==> config.mk <==
export PLATFORM = sky130hd
export DESIGN_NAME = apvp_dist_unit
export DESIGN_NICKNAME = d
export VERILOG_FILES = /design/src/hw/rtl/apvp_pkg.sv /design/src/hw/rtl/apvp_dist_unit.sv
export SDC_FILE = /design/constraint.sdc
export NUM_CORES = 1
export LEC_CHECK = 0
export BUFFER_PORTS_ARGS = -buffer_cell sky130_fd_sc_hd__buf_4
export CORE_ASPECT_RATIO = 0.6
export CORE_UTILIZATION = 40
export CTS_BUF_LIST = sky130_fd_sc_hd__clkbuf_16
export CTS_CLUSTER_DIAMETER = 60
export DETAILED_ROUTE_END_ITERATION = 10
export GPL_TIMING_DRIVEN = 0
export PLACE_DENSITY = 0.65
export SYNTH_ARGS = -nofsm -noshare
export SYNTH_HDL_FRONTEND = slang
export SYNTH_SLANG_ARGS = --single-unit
==> constraint.sdc <==
create_clock -name clk -period 4.58 [get_ports clk]
set_input_delay 1.374 -clock clk [delete_from_list [all_inputs] [get_ports clk]]
set_output_delay 1.374 -clock clk [all_outputs]
set_load 0.02 [all_outputs]
==> src/hw/rtl/apvp_pkg.sv <==
package apvp_pkg;

    typedef logic [23:0] color_t;
    typedef logic [17:0] dist_t;
    typedef logic [7:0]  idx_t;

    // Most entries the palette may hold; a full palette always reuses.
    localparam idx_t PALETTE_LIMIT = 8'd255;

    localparam int CFG_ADDR_W = 8;
    localparam int CFG_DATA_W = 32;

    localparam logic [CFG_ADDR_W-1:0] REG_MERGE_THRESHOLD = 8'd0;
    localparam logic [CFG_ADDR_W-1:0] REG_GRID_SIZE       = 8'd1;

    localparam dist_t MERGE_THRESHOLD_RST = 18'd48;
    localparam idx_t  GRID_SIZE_RST       = 8'd64;

    typedef enum logic [1:0] {
        ST_IDLE,
        ST_SCAN,
        ST_DRAIN,
        ST_DECIDE
    } state_t;

    // One palette entry handed to the distance unit.
    typedef struct packed {
        logic valid;
        idx_t idx;
    } dist_req_t;

endpackage

==> src/hw/rtl/apvp_dist_unit.sv <==
module apvp_dist_unit
    import apvp_pkg::*;
(
    input  logic      clk,
    input  logic      rst_n,
    input  logic      clear,
    input  dist_req_t req,
    input  color_t    color,
    input  color_t    entry,
    output dist_t     best_dist,
    output idx_t      best_idx
);

    logic [7:0]  ad_r, ad_g, ad_b;
    logic [15:0] sq_r, sq_g, sq_b;
    dist_t       sum_sq;

    dist_t     dist_reg;
    dist_req_t req_reg;
    dist_t     best_dist_reg;
    idx_t      best_idx_reg;

    // Absolute channel differences, then squares summed.
    always_comb
    begin
        ad_r = (color[23:16] >= entry[23:16]) ? color[23:16] - entry[23:16]
                                              : entry[23:16] - color[23:16];
        ad_g = (color[15:8] >= entry[15:8]) ? color[15:8] - entry[15:8]
                                            : entry[15:8] - color[15:8];
        ad_b = (color[7:0] >= entry[7:0]) ? color[7:0] - entry[7:0]
                                          : entry[7:0] - color[7:0];
        sq_r   = ad_r * ad_r;
        sq_g   = ad_g * ad_g;
        sq_b   = ad_b * ad_b;
        sum_sq = {2'b00, sq_r} + {2'b00, sq_g} + {2'b00, sq_b};
    end

    always_ff @(posedge clk or negedge rst_n)
    begin
        if (!rst_n)
        begin
            req_reg <= '0;
        end
        else
        begin
            req_reg <= req;
        end
    end

    always_ff @(posedge clk)
    begin
        dist_reg <= sum_sq;
    end

    // Strict less-than keeps the lowest index on a tie.
    always_ff @(posedge clk or negedge rst_n)
    begin
        if (!rst_n)
        begin
            best_dist_reg <= '1;
            best_idx_reg  <= '0;
        end
        else if (clear)
        begin
            best_dist_reg <= '1;
            best_idx_reg  <= '0;
        end
        else if (req_reg.valid && (dist_reg < best_dist_reg))
        begin
            best_dist_reg <= dist_reg;
            best_idx_reg  <= req_reg.idx;
        end
    end

    assign best_dist = best_dist_reg;
    assign best_idx  = best_idx_reg;

endmodule

==> qor.yml <==
worst_setup_path:
  cp_common_cell: "fa_1"
  crit_type: "input port to flip-flop"
  rrSetupSlack_ns: 1.31
  worstSetupEndpointType: "flip-flop"
  r2r-start: "best_dist[9]"
  start_kind: "input port"
  ff2ff_path_depth: 11
  cp.required_ns: 4.76
  rr_endpoint: "best_dist[14]"
  slowest_delay_ns: 0.60
  arrival_ns: 8.74
  cp_max_fo: 4
  crit_path_top_delay_cell: "fa_2"
synthesis:
  yosysTopAreaCell: "fa_1"
  synth_top_area_share_pct: 29.0
  syn_area_per_cell_sq_um: 9.05
  async_reset_ff_share_pct: 66.0
  syn-cell-area_sq_um: 9530
  synth-edff-count: 0
  yosys_warnings: 0
  netlist_top_cells_area: "fa_1 29%, ha_1 18%, inv_1 11%"
  yosysMostFrequentCell: "inv_1"
  ys_types: 58
  synth_top_flop_cell: "dfxtp_1"
  yosys-top-cells-count: "290 x inv_1, 139 x ha_1, 138 x fa_1"
  synthesis.instances: 1053
  syn_nets: 1390
  yosysSeqAreaShare_pct: 13.2
  synth-seq-cells: 53
clock_network:
  clk_latency_ns: 0.29
  htreeDepth: 2
  clock-sinks: 53
  cts_buffers: 5
  cts_tree: "done"
  clk_pin_slew_ns: 0.07
  cts_buffer_depth: 2
  cts_root_buf: "clkbuf_16"
finish:
  num_antenna_cells: 0
  num-fill-cells: 2137
  multi_input_area_sq_um: 8050
  fin_util_pct: 54.2
  seqCellArea_sq_um: 1260
  stdcell_count: 1552
  final_area_sq_um: 12600
  synthToLayoutAreaGrowth_pct: 32.2
  nets: 1573
  drive_above_1_share_pct: 29.9
route:
  route.detailed.drc: 0
  wl_per_cell_um: 14.5
  vias: 7349
  viasPerCell: 4.74
  drt-total-wl_um: 22400
  ant_nets: 0
  dr.pass1.iters: 4
  drt-initial-drc-count: 277
global_routing:
  grt_max_degree: 36
  grt_overflow_total: 0
  antenna_found_initial: 0
  grt_usage_pct: 19.2
  grt_pass1_wl_um: 37700
  grt_pass1_vias: 7736
min_path:
  min-delay-start: "req_reg[2]"
  holdCritPathClass: "flip-flop to flip-flop"
  hold_path_end: "best_idx[2]"
  hold_depth: 2
sta:
  slew_headroom_pct: 57.9
  worstMarginPinSlew_ns: 0.632
  setup_viol: 16
  slew_violations: 0
  fmax_mhz: 117
  finalHoldViolations: 0
  period_needed_ns: 8.56
  setup_slack_ns: -3.98
  rsz0062_at_grt: "true"
  clock_skew_ns: 0.00609
  finalCritPeriodShare_pct: 187
die:
  core_sq_um: 23200
  io_pins: 86
  std_cell_rows: 43
  start_util_pct: 41.0
  die_y_um: 122
  dieArea_sq_um: 24500
  fp.dieW_um: 201
placed_design:
  place_area_sq_um: 11000
  routabilityCongestion: 0.816
  io_buffer_count: 84
  dp_cells: 1452
  dp_hpwl_um: 18300
flow_run:
  cap_violations: 0
outcome:
  status: "finished, violations left"
  violations: "setup timing"
[per-layer routing]
layer	part of all wire, %	wire length [um]	GRT usage (%)	up-vias
met5	0	0	0	-
met4	0.42	95	1.47	0
met3	4.7	1050	3.85	10
met2	43	9690	29.8	109
met1	52	11600	28.8	3625
li1	-	-	-	3605
[area by class of cell]
| type | count | share of cell area, % |
|---|---|---|
| well taps | 315 | 3.13 |
| multi-input cells | 689 | 63.8 |
| inverters | 295 | 9.12 |
| clock buffers | 5 | 0.993 |
| clock inverters | 3 | 0.199 |
| flip-flops and latches | 53 | 9.99 |
| repair buffers | 175 | 11.9 |
| plain buffers | 17 | 0.814 |
[metrics by stage]
step / hold slack [ns] / worst slack, ns / TNS, ns
6_report: 0.493 / -3.98 / -52.26
5_1_grt: 0.511 / -4.25 / -56.08
4_1_cts: 0.495 / -3.93 / -52.28
3_5_place_dp: 0.483 / -5.17 / -68.01
3_3_place_gp: 0.465 / -5.11 / -66.96
2_1_floorplan: 0.461 / -3.90 / -50.11
[critical path, delay by kind of cell]
family | cells | cell delay (ns)
and+or+nand+nor | 2 | 0.27
adders and majority gates | 10 | 4.06
muxes | 1 | 0.22
buffers and inverters | 9 | 0.86
xor gates and xnor gates | 2 | 0.42
AOI/OAI and AO/OA | 7 | 1.52
[cells in the final DEF, fill, tap and decap left out, types with 7 or more instances in the layout]
cell type,netlist,routed
mux2i_4,0,12
nand2b_1,15,10
nand2_1,27,23
a21o_1,15,15
o21bai_1,9,8
xnor2_1,18,9
a211o_1,21,21
dfstp_2,18,18
o21ai_0,24,20
nor2_1,111,101
mux2i_1,29,15
buf_4,0,143
buf_2,8,7
ha_4,0,18
a21oi_1,35,25
buf_6,0,25
ha_1,139,119
inv_2,5,28
nor2b_1,13,12
xnor2_4,0,7
dfxtp_1,18,18
inv_1,290,262
fa_2,0,14
fa_1,138,124
dfrtp_1,17,17
buf_12,0,7
[how the worst max path moves through the flow]
| stage | from | endpoint | slack, ns |
|---|---|---|---|
| 2_1_floorplan | color[0] | dist_reg[14] | -3.90 |
| 3_3_place_gp | color[0] | dist_reg[14] | -5.11 |
| 3_5_place_dp | color[0] | dist_reg[14] | -5.17 |
| 4_1_cts | color[8] | dist_reg[16] | -3.93 |
| 5_1_grt | color[8] | dist_reg[14] | -4.25 |
| 6_report | color[8] | dist_reg[14] | -3.98 |
[kinds of logic (layout without fill, tap and decap cells)]
logic type	Yosys count	in the layout	synth area share [%]
flip-flops	53	53	13.2
AND/OR/NAND/NOR	208	208	10.1
buffers and inverters	312	495	12.4
multiplexers	31	31	3.32
adder cells (fa/ha/maj)	277	277	47.2
XOR/XNOR	33	33	3.50
AO/OA/AOI/OAI	139	140	10.3
[what timing repair did]
item	CTS	global route
cloned	2	0
gates resized for setup	102	49
pin swaps	81	62
setup buffers	67	25
hold buffers	0	0
setup endpoints to repair	16	16
Power is left out: the tool's default activity adds up to more than one toggle a clock period on the data nets, which glitch-free logic cannot reach.
